File: config.mk
export PLATFORM = sky130hd
export DESIGN_NAME = i2c_master_bit_engine
export DESIGN_NICKNAME = d
export VERILOG_FILES = /design/src/design/i2cbe_pkg.sv /design/src/design/i2cbe_front.sv /design/src/design/i2cbe_queue.sv /design/src/design/i2cbe_back.sv /design/src/design/i2c_master_bit_engine.sv
export SDC_FILE = /design/constraint.sdc
export NUM_CORES = 1
export LEC_CHECK = 0
export CAP_MARGIN = 20
export CORE_ASPECT_RATIO = 1.75
export CORE_MARGIN = 2
export CORE_UTILIZATION = 64
export DETAILED_ROUTE_END_ITERATION = 7
export DONT_BUFFER_PORTS = 1
export PLACE_DENSITY = 0.8
export SETUP_SLACK_MARGIN = 0.3
export SKIP_LAST_GASP = 1
export SLEW_MARGIN = 20
export SYNTH_ARGS = -nofsm -noshare
export SYNTH_HDL_FRONTEND = slang
export SYNTH_SLANG_ARGS = --single-unit
File: constraint.sdc
create_clock -name i_clk -period 5 [get_ports i_clk]
set_clock_uncertainty 0.05 [all_clocks]
set_input_delay 0.25 -clock i_clk [delete_from_list [all_inputs] [get_ports i_clk]]
set_output_delay 0.25 -clock i_clk [all_outputs]
set_load 0.05 [all_outputs]
File: src/design/i2cbe_pkg.sv
// ----------------------------------------------------------------------------
// I2C master bit engine package
// Command codes, queue item and result types, and the phase count of each
// command, shared by the front, queue and back of the engine.
// ----------------------------------------------------------------------------
`default_nettype none

package i2cbe_pkg;

    // Bus command codes as they arrive in the mode field
    typedef enum logic [2:0] {
        CMD_START   = 3'd0,
        CMD_STOP    = 3'd1,
        CMD_TX_BYTE = 3'd2,
        CMD_RX_BYTE = 3'd3,
        CMD_TX_ACK  = 3'd4,
        CMD_RX_ACK  = 3'd5
    } t_cmd;

    localparam logic [15:0] PHASE_TICKS_RESET = 16'd720;

    // One classified tick as it waits in the queue
    typedef struct packed {
        logic       start_req;  // a legal command is offered on this tick
        t_cmd       cmd;
        logic [7:0] shift_init; // byte to send, or the ack level in bit 0
        logic       sda_in;
    } t_item;

    // What the engine reports for one tick
    typedef struct packed {
        logic       scl_out;
        logic       sda_out;
        logic       busy_res;
        logic       done_res;
        logic [7:0] rx_byte;
        logic       ack_seen;
    } t_result;

    // Number of pin phases in each command
    function automatic logic [4:0] seq_len(input t_cmd cmd);
        logic [4:0] len;
        case (cmd)
            CMD_START:   len = 5'd4;
            CMD_STOP:    len = 5'd3;
            CMD_TX_BYTE: len = 5'd24;
            CMD_RX_BYTE: len = 5'd17;
            CMD_TX_ACK:  len = 5'd3;
            default:     len = 5'd3;
        endcase
        return len;
    endfunction

endpackage

`default_nettype wire

File: src/design/i2cbe_front.sv
// ----------------------------------------------------------------------------
// I2C bit engine front end
// Classifies each incoming tick: decides whether it offers a legal command
// and prepares the shift register load for it.
// ----------------------------------------------------------------------------
`default_nettype none

module i2cbe_front
    import i2cbe_pkg::*;
(
    input  wire logic       i_cmd_valid,
    input  wire logic [2:0] i_mode,
    input  wire logic [7:0] i_tx_byte,
    input  wire logic       i_ack_level,
    input  wire logic       i_sda_in,
    output t_item           o_item
);

    always_comb begin
        o_item.start_req = i_cmd_valid && (i_mode <= CMD_RX_ACK);
        o_item.cmd       = o_item.start_req ? t_cmd'(i_mode) : CMD_START;
        o_item.sda_in    = i_sda_in;
        case (i_mode)
            CMD_TX_BYTE: o_item.shift_init = i_tx_byte;
            CMD_TX_ACK:  o_item.shift_init = {7'd0, i_ack_level};
            default:     o_item.shift_init = 8'd0;
        endcase
    end

endmodule

`default_nettype wire

File: src/design/i2cbe_queue.sv
// ----------------------------------------------------------------------------
// I2C bit engine item queue
// Small first-in first-out queue of classified ticks between the front end
// and the bit sequencer.
// ----------------------------------------------------------------------------
`default_nettype none

module i2cbe_queue
    import i2cbe_pkg::*;
#(
    parameter int DEPTH = 2
) (
    input  wire logic  i_clk,
    input  wire logic  i_rst_n,
    input  wire logic  i_push,
    input  t_item      i_data,
    output logic       o_full,
    input  wire logic  i_pop,
    output logic       o_empty,
    output t_item      o_data
);

    localparam int PW = $clog2(DEPTH);
    localparam int CW = $clog2(DEPTH + 1);

    t_item           r_mem [DEPTH];
    logic [PW-1:0]   r_wr_ptr;
    logic [PW-1:0]   r_rd_ptr;
    logic [CW-1:0]   r_count;

    logic            push_ok;
    logic            pop_ok;

    assign o_full  = (r_count == CW'(DEPTH));
    assign o_empty = (r_count == '0);
    assign o_data  = r_mem[r_rd_ptr];
    assign push_ok = i_push && !o_full;
    assign pop_ok  = i_pop && !o_empty;

    always_ff @(posedge i_clk) begin
        if (push_ok) begin
            r_mem[r_wr_ptr] <= i_data;
        end
    end

    always_ff @(posedge i_clk) begin
        if (!i_rst_n) begin
            r_wr_ptr <= '0;
            r_rd_ptr <= '0;
            r_count  <= '0;
        end else begin
            if (push_ok) begin
                r_wr_ptr <= (r_wr_ptr == PW'(DEPTH - 1)) ? '0 : r_wr_ptr + 1'b1;
            end
            if (pop_ok) begin
                r_rd_ptr <= (r_rd_ptr == PW'(DEPTH - 1)) ? '0 : r_rd_ptr + 1'b1;
            end
            if (push_ok && !pop_ok) begin
                r_count <= r_count + 1'b1;
            end else if (pop_ok && !push_ok) begin
                r_count <= r_count - 1'b1;
            end
        end
    end

endmodule

`default_nettype wire

File: src/design/i2cbe_back.sv
// ----------------------------------------------------------------------------
// I2C bit engine sequencer
// Runs the pin phases of the current command one tick at a time and holds
// the result of each tick in an output register until it is taken.
// ----------------------------------------------------------------------------
`default_nettype none

module i2cbe_back
    import i2cbe_pkg::*;
(
    input  wire logic        i_clk,
    input  wire logic        i_rst_n,
    input  wire logic        i_cfg_we,
    input  wire logic [15:0] i_cfg_wdata,
    input  t_item            i_item,
    input  wire logic        i_item_valid,
    output logic             o_pop,
    output t_result          o_result,
    output logic             o_valid,
    input  wire logic        i_ready
);

    logic [15:0] r_ticks;
    t_cmd        r_cmd,     n_cmd;
    logic [4:0]  r_idx,     n_idx;
    logic [1:0]  r_sub,     n_sub;
    logic [2:0]  r_bit,     n_bit;
    logic [15:0] r_hold,    n_hold;
    logic [7:0]  r_shift,   n_shift;
    logic        r_scl,     n_scl;
    logic        r_sda,     n_sda;
    logic        r_running, n_running;
    logic        r_ack,     n_ack;
    logic [7:0]  r_rx_last, n_rx_last;
    logic        r_out_valid, n_out_valid;
    t_result     r_result,  n_result;

    assign o_pop    = i_item_valid && (!r_out_valid || i_ready);
    assign o_valid  = r_out_valid;
    assign o_result = r_result;

    always_comb begin
        logic        start;
        logic        run;
        t_cmd        cmd;
        logic [4:0]  idx;
        logic [1:0]  sub;
        logic [2:0]  bitn;
        logic [15:0] hold;
        logic [7:0]  shift;
        logic [15:0] ticks;
        logic        pin_sda;
        logic        level;
        logic        sample;
        logic [15:0] hold_inc;
        logic [4:0]  idx_inc;
        logic        busy;
        logic        done;

        n_cmd       = r_cmd;
        n_idx       = r_idx;
        n_sub       = r_sub;
        n_bit       = r_bit;
        n_hold      = r_hold;
        n_shift     = r_shift;
        n_scl       = r_scl;
        n_sda       = r_sda;
        n_running   = r_running;
        n_ack       = r_ack;
        n_rx_last   = r_rx_last;
        n_out_valid = r_out_valid && !i_ready;
        n_result    = r_result;

        ticks = (r_ticks == 16'd0) ? 16'd1 : r_ticks;
        start = !r_running && i_item.start_req;
        run   = r_running || start;
        cmd   = start ? i_item.cmd        : r_cmd;
        idx   = start ? 5'd0              : r_idx;
        sub   = start ? 2'd0              : r_sub;
        bitn  = start ? 3'd0              : r_bit;
        hold  = start ? 16'd0             : r_hold;
        shift = start ? i_item.shift_init : r_shift;

        // Pin, level and sampling of the phase in hand
        sample = 1'b0;
        case (cmd)
            CMD_START: begin
                pin_sda = (idx == 5'd0) || (idx == 5'd2);
                level   = (idx < 5'd2);
            end
            CMD_STOP: begin
                pin_sda = (idx != 5'd1);
                level   = (idx != 5'd0);
            end
            CMD_TX_BYTE: begin
                pin_sda = (sub == 2'd0);
                level   = (sub == 2'd0) ? shift[3'd7 - bitn] : (sub == 2'd1);
            end
            CMD_RX_BYTE: begin
                pin_sda = (idx == 5'd0);
                level   = (idx == 5'd0) ? 1'b1 : idx[0];
                sample  = (idx != 5'd0) && idx[0];
            end
            CMD_TX_ACK: begin
                pin_sda = (idx == 5'd0);
                level   = (idx == 5'd0) ? shift[0] : (idx == 5'd1);
            end
            default: begin
                pin_sda = (idx == 5'd0);
                level   = (idx != 5'd2);
                sample  = (idx == 5'd1);
            end
        endcase

        hold_inc = hold + 16'd1;
        idx_inc  = idx + 5'd1;
        busy     = 1'b0;
        done     = 1'b0;

        if (o_pop) begin
            n_out_valid = 1'b1;
            n_cmd       = cmd;
            n_idx       = idx;
            n_sub       = sub;
            n_bit       = bitn;
            n_hold      = hold;
            n_shift     = shift;
            n_running   = run;
            if (run) begin
                busy = 1'b1;
                // A pin only changes on the first tick of its phase
                if (hold == 16'd0) begin
                    if (pin_sda) begin
                        n_sda = level;
                    end else begin
                        n_scl = level;
                    end
                end
                n_hold = hold_inc;
                if (hold_inc >= ticks) begin
                    if (sample) begin
                        if (cmd == CMD_RX_BYTE) begin
                            n_shift = {shift[6:0], i_item.sda_in};
                        end else begin
                            n_ack = i_item.sda_in;
                        end
                    end
                    n_idx  = idx_inc;
                    n_hold = 16'd0;
                    n_sub  = (sub == 2'd2) ? 2'd0 : sub + 2'd1;
                    n_bit  = (sub == 2'd2) ? bitn + 3'd1 : bitn;
                    if (idx_inc >= seq_len(cmd)) begin
                        if (cmd == CMD_RX_BYTE) begin
                            n_rx_last = n_shift;
                        end
                        n_running = 1'b0;
                        n_idx     = 5'd0;
                        done      = 1'b1;
                    end
                end
            end
            n_result.scl_out  = n_scl;
            n_result.sda_out  = n_sda;
            n_result.busy_res = busy;
            n_result.done_res = done;
            n_result.rx_byte  = n_rx_last;
            n_result.ack_seen = n_ack;
        end
    end

    always_ff @(posedge i_clk) begin
        if (!i_rst_n) begin
            r_ticks     <= PHASE_TICKS_RESET;
            r_cmd       <= CMD_START;
            r_idx       <= 5'd0;
            r_sub       <= 2'd0;
            r_bit       <= 3'd0;
            r_hold      <= 16'd0;
            r_shift     <= 8'd0;
            r_scl       <= 1'b1;
            r_sda       <= 1'b1;
            r_running   <= 1'b0;
            r_ack       <= 1'b1;
            r_rx_last   <= 8'd0;
            r_out_valid <= 1'b0;
        end else begin
            if (i_cfg_we) begin
                r_ticks <= i_cfg_wdata;
            end
            r_cmd       <= n_cmd;
            r_idx       <= n_idx;
            r_sub       <= n_sub;
            r_bit       <= n_bit;
            r_hold      <= n_hold;
            r_shift     <= n_shift;
            r_scl       <= n_scl;
            r_sda       <= n_sda;
            r_running   <= n_running;
            r_ack       <= n_ack;
            r_rx_last   <= n_rx_last;
            r_out_valid <= n_out_valid;
        end
    end

    always_ff @(posedge i_clk) begin
        r_result <= n_result;
    end

endmodule

`default_nettype wire

File: src/design/i2c_master_bit_engine.sv
// ----------------------------------------------------------------------------
// I2C master bit engine
// Turns start, stop, byte and ack commands into timed SCL and SDA levels.
// ----------------------------------------------------------------------------
// Each word on the slave stream is one tick of the bus timer. It carries an
// optional command in tuser and the byte or ack level to send together with
// the sampled SDA line in tdata. For every accepted word exactly one word
// leaves on the master stream, holding the SCL and SDA drive after that tick,
// the busy and done flags, the last received byte and the last ack seen.
// A command that arrives while a sequence runs, or that has an unused code,
// is dropped without effect.
// Each pin change is held for phase_ticks ticks, written through i_cfg_we and
// i_cfg_wdata; the user writes it only while no word is in flight (the block
// does not enforce this). Zero behaves as one; a lower value ends a phase
// already held that long. A word is classified on entry and parked in a
// two-entry queue; while the output register is empty or being taken, the
// sequencer takes one word per cycle from it into that register. A result
// passes the queue and then the output register before it is offered, and one
// word per cycle is sustained: the sequencer's phase update is the only loop.
// When the receiver stalls, the result waits in the output register and the
// queue absorbs up to two more words before tready falls.
// Synchronous reset releases both lines, clears the queue and the received
// byte, sets the ack seen to one and restores phase_ticks to 720.
// ----------------------------------------------------------------------------
`default_nettype none

module i2c_master_bit_engine
    import i2cbe_pkg::*;
#(
    parameter int QUEUE_DEPTH = 2
) (
    input  wire logic        i_clk,
    input  wire logic        i_rst_n,
    // Configuration: phase_ticks
    input  wire logic        i_cfg_we,
    input  wire logic [15:0] i_cfg_wdata,
    // Tick input
    input  wire logic        s_axis_tvalid,
    output logic             s_axis_tready,
    // tdata from bit 0: tx_byte[7:0], ack_level, sda_in, zero padding
    input  wire logic [15:0] s_axis_tdata,
    // tuser from bit 0: cmd_valid, mode[2:0]
    input  wire logic [3:0]  s_axis_tuser,
    // Result output
    output logic             m_axis_tvalid,
    input  wire logic        m_axis_tready,
    // tdata from bit 0: scl_out, sda_out, busy_res, done_res, rx_byte[7:0],
    // ack_seen, zero padding
    output logic [15:0]      m_axis_tdata
);

    t_item   item_in;
    t_item   item_out;
    t_result result;
    logic    queue_full;
    logic    queue_empty;
    logic    pop;

    assign s_axis_tready = !queue_full;

    // Decode the command and prepare the shift register load
    i2cbe_front u_front (
        .i_cmd_valid (s_axis_tuser[0]),
        .i_mode      (s_axis_tuser[3:1]),
        .i_tx_byte   (s_axis_tdata[7:0]),
        .i_ack_level (s_axis_tdata[8]),
        .i_sda_in    (s_axis_tdata[9]),
        .o_item      (item_in)
    );

    // Decouples input acceptance from output back-pressure
    i2cbe_queue #(
        .DEPTH (QUEUE_DEPTH)
    ) u_queue (
        .i_clk   (i_clk),
        .i_rst_n (i_rst_n),
        .i_push  (s_axis_tvalid),
        .i_data  (item_in),
        .o_full  (queue_full),
        .i_pop   (pop),
        .o_empty (queue_empty),
        .o_data  (item_out)
    );

    // Phase sequencer and output register
    i2cbe_back u_back (
        .i_clk        (i_clk),
        .i_rst_n      (i_rst_n),
        .i_cfg_we     (i_cfg_we),
        .i_cfg_wdata  (i_cfg_wdata),
        .i_item       (item_out),
        .i_item_valid (!queue_empty),
        .o_pop        (pop),
        .o_result     (result),
        .o_valid      (m_axis_tvalid),
        .i_ready      (m_axis_tready)
    );

    assign m_axis_tdata = {3'd0, result.ack_seen, result.rx_byte, result.done_res,
                           result.busy_res, result.sda_out, result.scl_out};

endmodule

`default_nettype wire

# Word-level counts from Yosys, hierarchy flattened
# Memories as Yosys holds them, arrays and structs flattened. A register that Yosys moved wholly into a read port is not among the register bits.
# Index checks and enable logic that the tools add are counted.
classes:
  addsub: 9
  order_cmp: 5
  eq_ne: 13
  n_mux: 64
  reduce_logical: 29
op_table:
  columns: ["operator", "n"]
  rows:
  - ["8-bit two-way mux", 9]
  - ["16-bit two-way mux", 4]
  - ["5-bit two-way mux", 7]
  - ["16-bit logical NOT", 2]
  - ["1-bit two-way mux", 26]
  - ["3-bit two-way mux", 6]
  - ["16-bit by 1-bit adder with 16-bit output (second input constant)", 1]
  - ["16-bit greater-or-equal comparator", 1]
  - ["8-bit case mux with 2 select lines", 1]
  - ["5-bit case mux with 3 select lines", 1]
  - ["2-bit two-way mux", 6]
  - ["3-bit by 2-bit equality test with 1-bit output (second input constant)", 3]
  - ["1-bit logical AND", 9]
  - ["1-bit logical NOT", 7]
  - ["3-bit equality test (second input constant)", 2]
  - ["5-bit by 1-bit adder with 5-bit output (second input constant)", 1]
  - ["5-bit by 1-bit equality test with 1-bit output (second input constant)", 1]
  - ["5-bit by 2-bit equality test with 1-bit output (second input constant)", 1]
  - ["5-bit greater-or-equal comparator", 1]
  - ["5-bit logical NOT", 1]
  - ["5-bit by 2-bit < comparator with 1-bit output (second input constant)", 1]
  - ["5-bit by 1-bit inequality test with 1-bit output (second input constant)", 1]
  - ["5-bit by 2-bit inequality test with 1-bit output (second input constant)", 1]
  - ["1-bit case mux with 5 select lines", 1]
  - ["20 further kinds", 26]
totals:
  regBits: 83
  ramBits: 26
  input_bits: 41
  output_inout_bits: 18
  elab_cells: 143
  memories: 1
memory_table:
  columns: ["memory", "words", "width", "read_ports", "rd_ports_with_merged_regs", "write_ports", "line_no", "source"]
  rows:
  - ["u_queue.r_mem", 2, 13, 1, 1, 1, "i2cbe_queue.sv:26", "t_item r_mem [DEPTH];"]

# Logic depth before layout (Yosys ltp)
# Gate-level depths: netlist (run 1).
depth:
  word_depth: 12
  depth_mapped: 22
  ltp_nobuf: 17

# By module
# Synthesis (run 1) repeated with hierarchy kept, for this count alone.
unflattened:
  hier_cells: 622
  area_unflattened_um2: 6052.1
by_module_without_submodules:
  columns: ["mod", "instances", "cells_per_inst", "area_each_um2", "seq_area_each_um2"]
  rows:
  - ["i2cbe_back", 1, 535, 4727.0, 1711.6]
  - ["i2cbe_queue", 1, 65, 1166.1, 880.8]
  - ["i2cbe_front", 1, 16, 125.1, 0.0]
  - ["i2c_master_bit_engine", 1, 6, 33.8, 0.0]

# Worst setup path before layout (run 1)
# OpenSTA, ideal clock, no wires.
synth_path:
  path_type: "register to register"
  start: "register (tool-made name)"
  end: "register u_back.r_result, in the netlist u_back.o_result[1], data pin"
  setup_ps: 260
  t_arrival_ps: 4227
  t_required_ps: 4690
  setup_slack_ps: 462
  stages_incl_launch_ff: 21
  n_path_buf: 4
  period_less_slack_ps: 4538
  path_cell_list: "dfxtp_1 > buf_6 > mux2_4 > nand2_2 > buf_4 > buf_2 > clkbuf_1 > and2_1 > ha_1 > nand3_1 > nor3_1 > nand2_1 > xor2_1 > nor2_1 > ha_1 > nand4_1 > a211oi_1 > a2111o_4 > a31oi_4 > nor2_8 > mux2_4"
synth_rtl:
  columns: ["item", "line_no", "source"]
  rows:
  - ["end signal: assignment", "i2cbe_back.sv:206", "r_result <= n_result;"]
  - ["end: declaration", "i2cbe_back.sv:36", "t_result r_result, n_result;"]

==> results of run 1 <==
worst paths after layout:
kind	start	to	slack, ns	depth (start not counted)
min reg2reg	u_back.r_rx_last[0]	u_back.r_rx_last[0]	0.44	2
min	i_cfg_wdata[10]	u_back.r_ticks[10]	-0.002	2
max reg2reg	u_queue.r_mem[1][12]	u_back.r_idx[0]	0.57	16
max	u_queue.r_mem[1][12]	u_back.r_idx[0]	0.57	16
final cells by class:
type	instances	area [sq um]
Multi-Input combinational cell	494	3460
Sequential cell	110	2590
Timing Repair Buffer	20	185
Clock inverter	6	55.1
Clock buffer	10	229
Tap cell	125	156
Inverter	35	131
Fill cell	738	2980
per-layer routing:
metal / vias to the layer above / wire, um / global-route usage (%)
met5: - / 0 / 0
met4: 0 / 881 / 19.3
met3: 63 / 567 / 4.38
met2: 196 / 8270 / 54.2
met1: 2384 / 5280 / 27.5
li1: 2407 / - / -
power by group through the flow:
| stage | combinational, uW | sequential, uW | clock [uW] |
|---|---|---|---|
| 2_1_floorplan | 873 | 1340 | 0 |
| 3_3_place_gp | 1050 | 1370 | 0 |
| 3_5_place_dp | 1090 | 1380 | 0 |
| 4_1_cts | 1100 | 1360 | 693 |
| 5_1_grt | 1210 | 1380 | 726 |
| 6_report | 1110 | 1360 | 688 |
kinds of logic (layout without fill, tap and decap cells):
logic type	after synthesis	in the layout	share of synthesized area [%]
AO/OA/AOI/OAI	130	130	14.8
XOR/XNOR	23	23	3.16
adder cells (fa/ha/maj)	29	29	5.69
buffers and inverters	72	71	5.30
flip-flops	110	110	40.7
multiplexers	50	50	9.44
other	1	3	0.0588
AND/OR/NAND/NOR	259	259	20.9
sequential cells by signal (all words and copies together), names as in the netlist, named ones only:
signal and cells:
u_back.r_running 1, u_back.o_result 13, u_back.r_cmd 3, u_back.r_hold 16, u_back.r_sub 2, u_back.r_shift 8
u_queue.r_mem 26, u_queue.r_count 2, u_queue.r_rd_ptr 1, u_back.r_idx 5, u_back.o_valid 1, u_back.r_sda 1
u_back.r_bit 3, u_back.r_ack 1, u_back.r_rx_last 8, u_back.r_ticks 16, u_back.r_scl 1, u_queue.r_wr_ptr 1
metrics by stage:
step                power, uW  hold slack [ns]
finish                   3160         -0.00196
detailed placement       2470            0.290
global route             3320          0.00583
CTS                      3160        0.0000510
global placement         2430            0.286
floorplan                2210            0.299
cell usage in the layout (no fill, tap or decap), types with 10 or more instances in the layout:
master	synthesis	layout
dfxtp_1	71	71
nor2_1	66	65
nand2_1	49	49
a21oi_1	42	42
edfxtp_1	39	39
nand3_1	36	36
mux2i_1	35	35
inv_1	32	32
nor3_1	30	29
ha_1	29	29
and2_1	20	20
o21ai_0	19	19
xor2_1	13	13
mux2_4	10	10
xnor2_1	10	10
buf_4	7	10
timing repair:
| action | 4_1_cts | 5_1_grt |
|---|---|---|
| endpoints found under the hold margin | 15 | 0 |
| gates resized for setup | 0 | 2 |
| hold buffers | 9 | 0 |
| setup buffers | 0 | 5 |
| endpoints found under the setup margin | 2 | 17 |
| pin swaps | 1 | 1 |
==> flow_metrics.env, run 1 <==
export IMPL_setup_ws_ns=0.575
export IMPL_gp_congestion=0.956
export IMPL_grt_pass1_vias=5153
export IMPL_htree_levels=3
export IMPL_syn_cell_area_sq_um=6370
export IMPL_place_area_sq_um=6380
export IMPL_fin_util_pct=69.6
export IMPL_synth_area_leader_cell="dfxtp_1"
export IMPL_first_iter_violations=309
export IMPL_tightest_slew_ns=0.948
export IMPL_max_slew_margin_pct=36.5
export IMPL_clk_latency_ns=0.35
export IMPL_synth_most_common_cell="dfxtp_1"
export IMPL_cts_inserted_buffers=9
export IMPL_failed_checks="hold timing"
export IMPL_overflow=0
export IMPL_start_util_pct=65.1
export IMPL_p_per_area_nw_per_um2=464
export IMPL_seqPwrFrac_pct=43.1
export IMPL_drt_pass1_iter_count=5
export IMPL_crit_required_ns=5.19
export IMPL_synth_enable_flop_cells=39
export IMPL_period_share_pct=88.5
export IMPL_p_leak_uw=0.00267
export IMPL_cp_arrival_ns=4.61
export IMPL_fp_coreArea_sq_um=9790
export IMPL_die_h_um=136
export IMPL_ios=59
export IMPL_final_cell_count_no_fill=800
export IMPL_area_growth_pct=6.85
export IMPL_crit_chain="mux2_4 -> nand2_2 -> and2_1 -> ha_1 -> nand3_1 -> nor3_2 -> nand2_1 -> xor2_1 -> nor2_1 -> ha_1 -> nand4_1 -> a211oi_1 -> a2111o_4 -> a21oi_4 -> nor3_1 -> or3_1"
export IMPL_ys_ff_latch=110
export IMPL_yosysTopAreaCellShare_pct=22.3
export IMPL_crit_type="flip-flop to flip-flop"
export IMPL_vias=5050
export IMPL_switching_power_uw=1320
export IMPL_grt_setup_unrepaired="no"
export IMPL_nets=740
export IMPL_setup_viol=0
export IMPL_yosys_top_cells_area="dfxtp_1 22%, edfxtp_1 18%, ha_1 5.7%"
export IMPL_place_inst=770
export IMPL_finalWorstPathRequiredPeriod_ns=4.43
export IMPL_syn_area_per_cell_sq_um=9.46
export IMPL_drt_antenna_violating_nets=0
export IMPL_clock_path_buffers=2
export IMPL_worstPathMaxFanout=17
export IMPL_route_detailed_drc=0
export IMPL_maxSlewViolCount=0
export IMPL_cap_viol_max_count=0
export IMPL_cp_top_family="simple AND/OR/NAND/NOR gates"
export IMPL_hold_ws_ns=-0.00196
export IMPL_layout_drive_gt1_share_pct=10.5
export IMPL_die_area_sq_um=10800
export IMPL_grt_max_degree=38
export IMPL_synth_top_cells_by_count="71 x dfxtp_1, 66 x nor2_1, 49 x nand2_1, 42 x a21oi_1, 39 x edfxtp_1"
export IMPL_dpl_worst_slack_ns=0.353
export IMPL_yosysWarnings=0
export IMPL_fin_area_sq_um=6810
export IMPL_cts_tree="yes"
export IMPL_antenna_cells=0
export IMPL_vias_per_cell=6.31
export IMPL_hp_class="primary input to flip-flop"
export IMPL_setup_tns_ns=0
export IMPL_cpMostUsedCell="ha_1"
export IMPL_finalHoldViolations=3
export IMPL_routed_wl_mm=15.0
export IMPL_slowest_stage="a2111o_4"
export IMPL_antenna_found_initial=0
export IMPL_place_hpwl_mm=10.9
export IMPL_cp_end_kind="flip-flop"
export IMPL_intPower_uw=1840
export IMPL_async_reset_ff_share_pct=0
export IMPL_vdd_drop_max_mv=0.256
export IMPL_timing_critical_path_buf_inv=0
export IMPL_wire_per_inst_um=18.8
export IMPL_outcome="finished, violations left"
export IMPL_grt_pass1_wl_mm=24.1
export IMPL_grtUsageTotal_pct=28.6
export IMPL_portBuffers=0
export IMPL_synth_cell_types=83
export IMPL_root_buffer="clkbuf_16"
export IMPL_die_x_um=79.4
export IMPL_rows=48
export IMPL_fmax_mhz=226
export IMPL_synthFlopType="dfxtp_1"
export IMPL_netSwitchingFraction_pct=41.9
export IMPL_clkSinkCount=110
export IMPL_critPathLaunchType="flip-flop"
export IMPL_combPwrFrac_pct=35.1
export IMPL_syn_inst=674
export IMPL_clkTransAtPathRegs_ns=0.07
export IMPL_ys_seq_area_share_pct=40.7
export IMPL_clkPwrFrac_pct=21.8
export IMPL_slowest_delay_ns=0.57
(Power assumes the default switching activity.)
==> inputs of run 2 (changes only) <==
--- a/config.mk
+++ b/config.mk
@@ -5,12 +5,11 @@
 export SDC_FILE = /design/constraint.sdc
 export NUM_CORES = 1
 export LEC_CHECK = 0
+export BUFFER_PORTS_ARGS = -buffer_cell sky130_fd_sc_hd__buf_2
 export CAP_MARGIN = 20
 export CORE_ASPECT_RATIO = 1.75
-export CORE_MARGIN = 2
-export CORE_UTILIZATION = 64
+export CORE_UTILIZATION = 60
 export DETAILED_ROUTE_END_ITERATION = 7
-export DONT_BUFFER_PORTS = 1
 export PLACE_DENSITY = 0.8
 export SETUP_SLACK_MARGIN = 0.3
 export SKIP_LAST_GASP = 1
==> flow_metrics.env, run 2 (synthesis gave the netlist of run 1 again) <==
export IMPL_die_h_um=138
export IMPL_max_slew_margin_pct=36.9
export IMPL_reg_top3="u_queue.r_mem (26), u_back.r_hold (16), u_back.r_ticks (16)"
export IMPL_cp_end_kind="flip-flop"
export IMPL_wire_per_inst_um=17.9
export IMPL_hold_depth=1
export IMPL_crit_type="flip-flop to flip-flop"
export IMPL_cp_top_family="simple AND/OR/NAND/NOR gates"
export IMPL_die_x_um=79.9
export IMPL_drt_antenna_violating_nets=0
export IMPL_layout_drive_gt1_share_pct=16.6
export IMPL_fp_coreArea_sq_um=10300
export IMPL_ios=59
export IMPL_vdd_drop_max_mv=0.236
export IMPL_setup_viol=0
export IMPL_rr_startpoint="u_queue.r_mem[0][12]"
export IMPL_critPathLaunchType="flip-flop"
export IMPL_cp_arrival_ns=4.61
export IMPL_slowest_delay_ns=0.57
export IMPL_antenna_found_initial=0
export IMPL_setup_tns_ns=0
export IMPL_clkSinkCount=110
export IMPL_grt_max_degree=40
export IMPL_die_area_sq_um=11100
export IMPL_portBuffers=49
export IMPL_gp_congestion=0.911
export IMPL_regMostFlops="u_queue.r_mem"
export IMPL_route_detailed_drc=0
export IMPL_r2r_end="u_back.r_idx[0]"
export IMPL_worst_r2r_path_depth=16
export IMPL_start_util_pct=61.9
export IMPL_grtUsageTotal_pct=28.9
export IMPL_crit_required_ns=5.19
export IMPL_antenna_cells=0
export IMPL_p_per_area_nw_per_um2=475
export IMPL_slowest_stage="a2111o_4"
export IMPL_post_cts_resized=0
export IMPL_nets=780
export IMPL_tightest_slew_ns=0.943
export IMPL_finalHoldViolations=0
export IMPL_rows=49
export IMPL_clkTransAtPathRegs_ns=0.08
export IMPL_vias_per_cell=6.32
export IMPL_maxSlewViolCount=0
export IMPL_grt_pass1_vias=5420
export IMPL_layout_commonest_cell="dfxtp_1"
export IMPL_place_inst=822
export IMPL_clk_latency_ns=0.36
export IMPL_first_iter_violations=475
export IMPL_final_cell_count_no_fill=842
export IMPL_area_growth_pct=9.91
export IMPL_grt_setup_unrepaired="no"
export IMPL_clock_path_buffers=2
export IMPL_hold_end="u_queue.r_mem[0][0]"
export IMPL_crit_chain="mux2_4 -> nand2_2 -> and2_1 -> ha_1 -> nand3_1 -> nor3_1 -> nand2_1 -> xor2_1 -> nor2_1 -> ha_1 -> nand4_1 -> a211oi_1 -> a2111o_4 -> a21oi_4 -> nor3_1 -> or3_1"
export IMPL_cts_tree="yes"
export IMPL_largest_register_ffs=26
export IMPL_routed_wl_mm=15.1
export IMPL_r2r_slack_ns=0.58
export IMPL_cts_inserted_buffers=9
export IMPL_fmax_mhz=226
export IMPL_outcome="complete, no violations"
export IMPL_overflow=0
export IMPL_cap_viol_max_count=0
export IMPL_worstPathMaxFanout=17
export IMPL_htree_levels=3
export IMPL_place_hpwl_mm=10.9
export IMPL_period_share_pct=88.4
export IMPL_p_leak_uw=0.00285
export IMPL_timing_critical_path_buf_inv=0
export IMPL_drt_pass1_iter_count=5
export IMPL_hp_start="s_axis_tdata[9]"
export IMPL_hp_class="primary input to flip-flop"
export IMPL_grt_pass1_wl_mm=24.8
export IMPL_root_buffer="clkbuf_16"
export IMPL_layout_common_cells="71 x dfxtp_1, 65 x nor2_1, 49 x nand2_1, 49 x buf_2, 42 x a21oi_1"
export IMPL_finalWorstPathRequiredPeriod_ns=4.42
export IMPL_vias=5323
-- run 2: changes by cell type in the layout (fill, tap and decap cells not counted) --
cell           before  now
buf_2               0   49
dlygate4sd3_1       9    0
bufinv_16           0    2
clkinv_4            3    1
clkbuf_1            1    0
inv_4               0    1
nor3_1             29   30
nor3_2              1    0
or2_1               0    1
or2_4               1    0
-- run 2: cell type report --
| class | instances | area, sq um |
|---|---|---|
| clock inverter | 7 | 104 |
| tap | 127 | 159 |
| sequential | 110 | 2590 |
| timing repair buffer | 60 | 340 |
| fill | 819 | 3290 |
| inverter | 35 | 131 |
| clock buffer | 9 | 225 |
| multi-input combinational | 494 | 3450 |
-- run 2: per-stage QoR --
step	util, %	instance area, sq um	total power [uW]	hold slack (ns)	setup slack, ns
3_5_place_dp	64.4	6630	2530	0.413	0.376
5_1_grt	68.0	7010	3480	0.0445	0.369
3_3_place_gp	64.4	6630	2480	0.403	0.502
2_1_floorplan	-	6380	2210	0.299	0.462
6_report	68.0	7010	3330	0.0366	0.580
4_1_cts	67.6	6960	3320	0.0447	0.326
-- run 2: metal layers --
metal	up-vias	GRT usage [%]	wire length [um]
met4	0	22.6	889
met3	69	3.89	635
met1	2525	27.8	5210
met5	-	0	0
li1	2491	-	-
met2	238	52.9	8360
-- run 2: power breakdown --
part	internal (uW)	switching, uW	total, uW
clock network	448	345	793
logic	427	900	1330
registers	1100	104	1210
-- run 2: worst max-delay path by stage --
stage                     cells past startpoint                  to  slack [ns]                 start
after floorplan                              20  u_back.o_result[1]        0.46             flip-flop
after CTS                                    16   u_back.r_shift[7]        0.33  u_queue.r_mem[0][12]
after detailed placement                     16   u_back.r_shift[7]        0.38  u_queue.r_mem[0][12]
after global routing                         16     u_back.r_idx[0]        0.37  u_queue.r_mem[0][12]
after global placement                       16   u_back.r_shift[7]        0.50  u_queue.r_mem[0][12]
final                                        16     u_back.r_idx[0]        0.58  u_queue.r_mem[0][12]
-- run 2: repair_timing --
item                       4_1_cts  5_1_grt
setup endpoints to repair        0       16
setup buffers                    0        4
hold buffers                     0        0
==> inputs of run 3 (changes only) <==
--- a/config.mk
+++ b/config.mk
@@ -7,7 +7,7 @@
 export LEC_CHECK = 0
 export BUFFER_PORTS_ARGS = -buffer_cell sky130_fd_sc_hd__buf_2
 export CAP_MARGIN = 20
-export CORE_ASPECT_RATIO = 1.75
+export CORE_ASPECT_RATIO = 1.2
 export CORE_UTILIZATION = 60
 export DETAILED_ROUTE_END_ITERATION = 7
 export PLACE_DENSITY = 0.8
==> flow_metrics.env, run 3 (synthesis gave the netlist of run 1 again) <==
export IMPL_layout_commonest_cell="dfxtp_1"
export IMPL_layout_common_cells="71 x dfxtp_1, 65 x nor2_1, 49 x nand2_1, 49 x buf_2, 42 x a21oi_1"
export IMPL_route_detailed_drc=0
export IMPL_grt_max_degree=38
export IMPL_grtUsageTotal_pct=27.7
export IMPL_power_uw=3180
export IMPL_setup_tns_ns=0
export IMPL_largest_register_ffs=26
export IMPL_cp_end_kind="flip-flop"
export IMPL_cts_inserted_buffers=9
export IMPL_vias=5126
export IMPL_cap_viol_max_count=0
export IMPL_max_slew_margin_pct=40.2
export IMPL_vias_per_cell=6.10
export IMPL_fin_util_pct=68.2
export IMPL_first_iter_violations=415
export IMPL_die_area_sq_um=11000
export IMPL_vdd_drop_max_mv=0.188
export IMPL_r2r_slack_ns=0.73
export IMPL_gp_congestion=0.911
export IMPL_setup_viol=0
export IMPL_critPathLaunchType="flip-flop"
export IMPL_tightest_slew_ns=0.893
export IMPL_rr_startpoint="u_queue.r_mem[0][12]"
export IMPL_clkSinkCount=110
export IMPL_finalWorstPathRequiredPeriod_ns=4.27
export IMPL_nets=779
export IMPL_p_per_area_nw_per_um2=459
export IMPL_worst_r2r_path_depth=16
export IMPL_routed_wl_mm=14.5
export IMPL_finalHoldViolations=0
export IMPL_fmax_mhz=234
export IMPL_fp_coreArea_sq_um=10200
export IMPL_period_share_pct=85.3
export IMPL_rows=40
export IMPL_grt_pass1_wl_mm=23.4
export IMPL_clock_path_buffers=2
export IMPL_grt_setup_unrepaired="no"
export IMPL_cp_arrival_ns=4.46
export IMPL_r2r_end="u_back.r_idx[0]"
export IMPL_portBuffers=49
export IMPL_startpoint="u_queue.r_mem[0][12]"
export IMPL_htree_levels=3
export IMPL_worstPathMaxFanout=17
export IMPL_die_x_um=96.1
export IMPL_clkTransAtPathRegs_ns=0.07
export IMPL_p_leak_uw=0.00281
export IMPL_drt_pass1_iter_count=5
export IMPL_die_h_um=115
export IMPL_grt_pass1_vias=4980
export IMPL_crit_type="flip-flop to flip-flop"
export IMPL_hp_start="s_axis_tdata[9]"
export IMPL_antenna_found_initial=0
export IMPL_worstSetupEndpoint="u_back.r_idx[0]"
export IMPL_outcome="complete, no violations"
export IMPL_clk_latency_ns=0.36
export IMPL_crit_required_ns=5.19
export IMPL_ios=59
export IMPL_wire_per_inst_um=17.2
export IMPL_maxSlewViolCount=0
export IMPL_regMostFlops="u_queue.r_mem"
export IMPL_cts_tree="yes"
export IMPL_place_hpwl_mm=10.4
export IMPL_reg_top3="u_queue.r_mem (26), u_back.r_hold (16), u_back.r_ticks (16)"
export IMPL_drt_antenna_violating_nets=0
export IMPL_layout_drive_gt1_share_pct=16.1
export IMPL_overflow=0
export IMPL_root_buffer="clkbuf_16"
export IMPL_hp_class="primary input to flip-flop"
export IMPL_antenna_cells=0
export IMPL_area_growth_pct=8.70
export IMPL_start_util_pct=62.7
run 3: changes by cell type in the layout (fill, tap and decap cells not counted):
cell        before  now
clkinvlp_4       0    1
bufinv_16        2    0
buf_4           10    9
inv_6            2    0
inv_8            1    0
clkinv_4         1    0
clkinv_2         0    2
clkbuf_1         0    3
run 3: area by class of cell:
| class | instances | area [sq um] |
|---|---|---|
| Fill cell | 811 | 3230 |
| Inverter | 35 | 131 |
| Timing Repair Buffer | 59 | 333 |
| Sequential cell | 110 | 2590 |
| Tap cell | 126 | 158 |
| Clock buffer | 12 | 236 |
| Clock inverter | 4 | 23.8 |
| Multi-Input combinational cell | 494 | 3450 |
run 3: report_power, final:
group | internal [uW] | switching, uW | total, uW
sequential | 1100 | 101 | 1200
clock | 337 | 316 | 653
combinational | 427 | 895 | 1320
total | 1870 | 1310 | 3180
run 3: worst min path at each step:
stage / to / depth (start not counted) / slack [ns]
2_1_floorplan: u_queue.r_mem[0][0] / 0 / 0.30
3_3_place_gp: u_queue.r_mem[0][0] / 1 / 0.40
3_5_place_dp: u_queue.r_mem[1][0] / 1 / 0.41
4_1_cts: u_queue.r_mem[0][0] / 1 / 0.04
5_1_grt: u_queue.r_mem[1][0] / 1 / 0.04
6_report: u_queue.r_mem[0][0] / 1 / 0.05
run 3: stage by stage:
step                hold WS (ns)  area [sq um]  std cells  worst slack [ns]
finish                    0.0513          6930        840             0.734
global placement           0.401          6630        821             0.588
CTS                       0.0436          6890        837             0.483
floorplan                  0.299          6380        676             0.462
global route              0.0414          6930        840             0.443
detailed placement         0.407          6630        821             0.504
run 3: critical path, cell delays in order, from the launching register on:
cell,delay [ns]
edfxtp_1,0.44
mux2_4,0.33
nand2_2,0.10
and2_1,0.18
ha_1,0.20
nand3_1,0.14
nor3_1,0.33
nand2_1,0.11
xor2_1,0.19
nor2_1,0.08
ha_1,0.33
a21oi_1,0.15
nor2b_1,0.07
a2111o_4,0.53
a21oi_4,0.45
nor3_1,0.10
or3_1,0.37
run 3: what timing repair did:
item | 4_1_cts | 5_1_grt
hold buffers | 0 | 0
setup buffers | 0 | 3
setup endpoints to repair | 0 | 12
gates resized for setup | 0 | 0
run 3: layer usage:
metal	part of all wire (%)	global-route usage (%)
met5	0	0
met4	4.9	17.8
met3	3.9	3.84
met2	52	48.9
met1	39	30.7
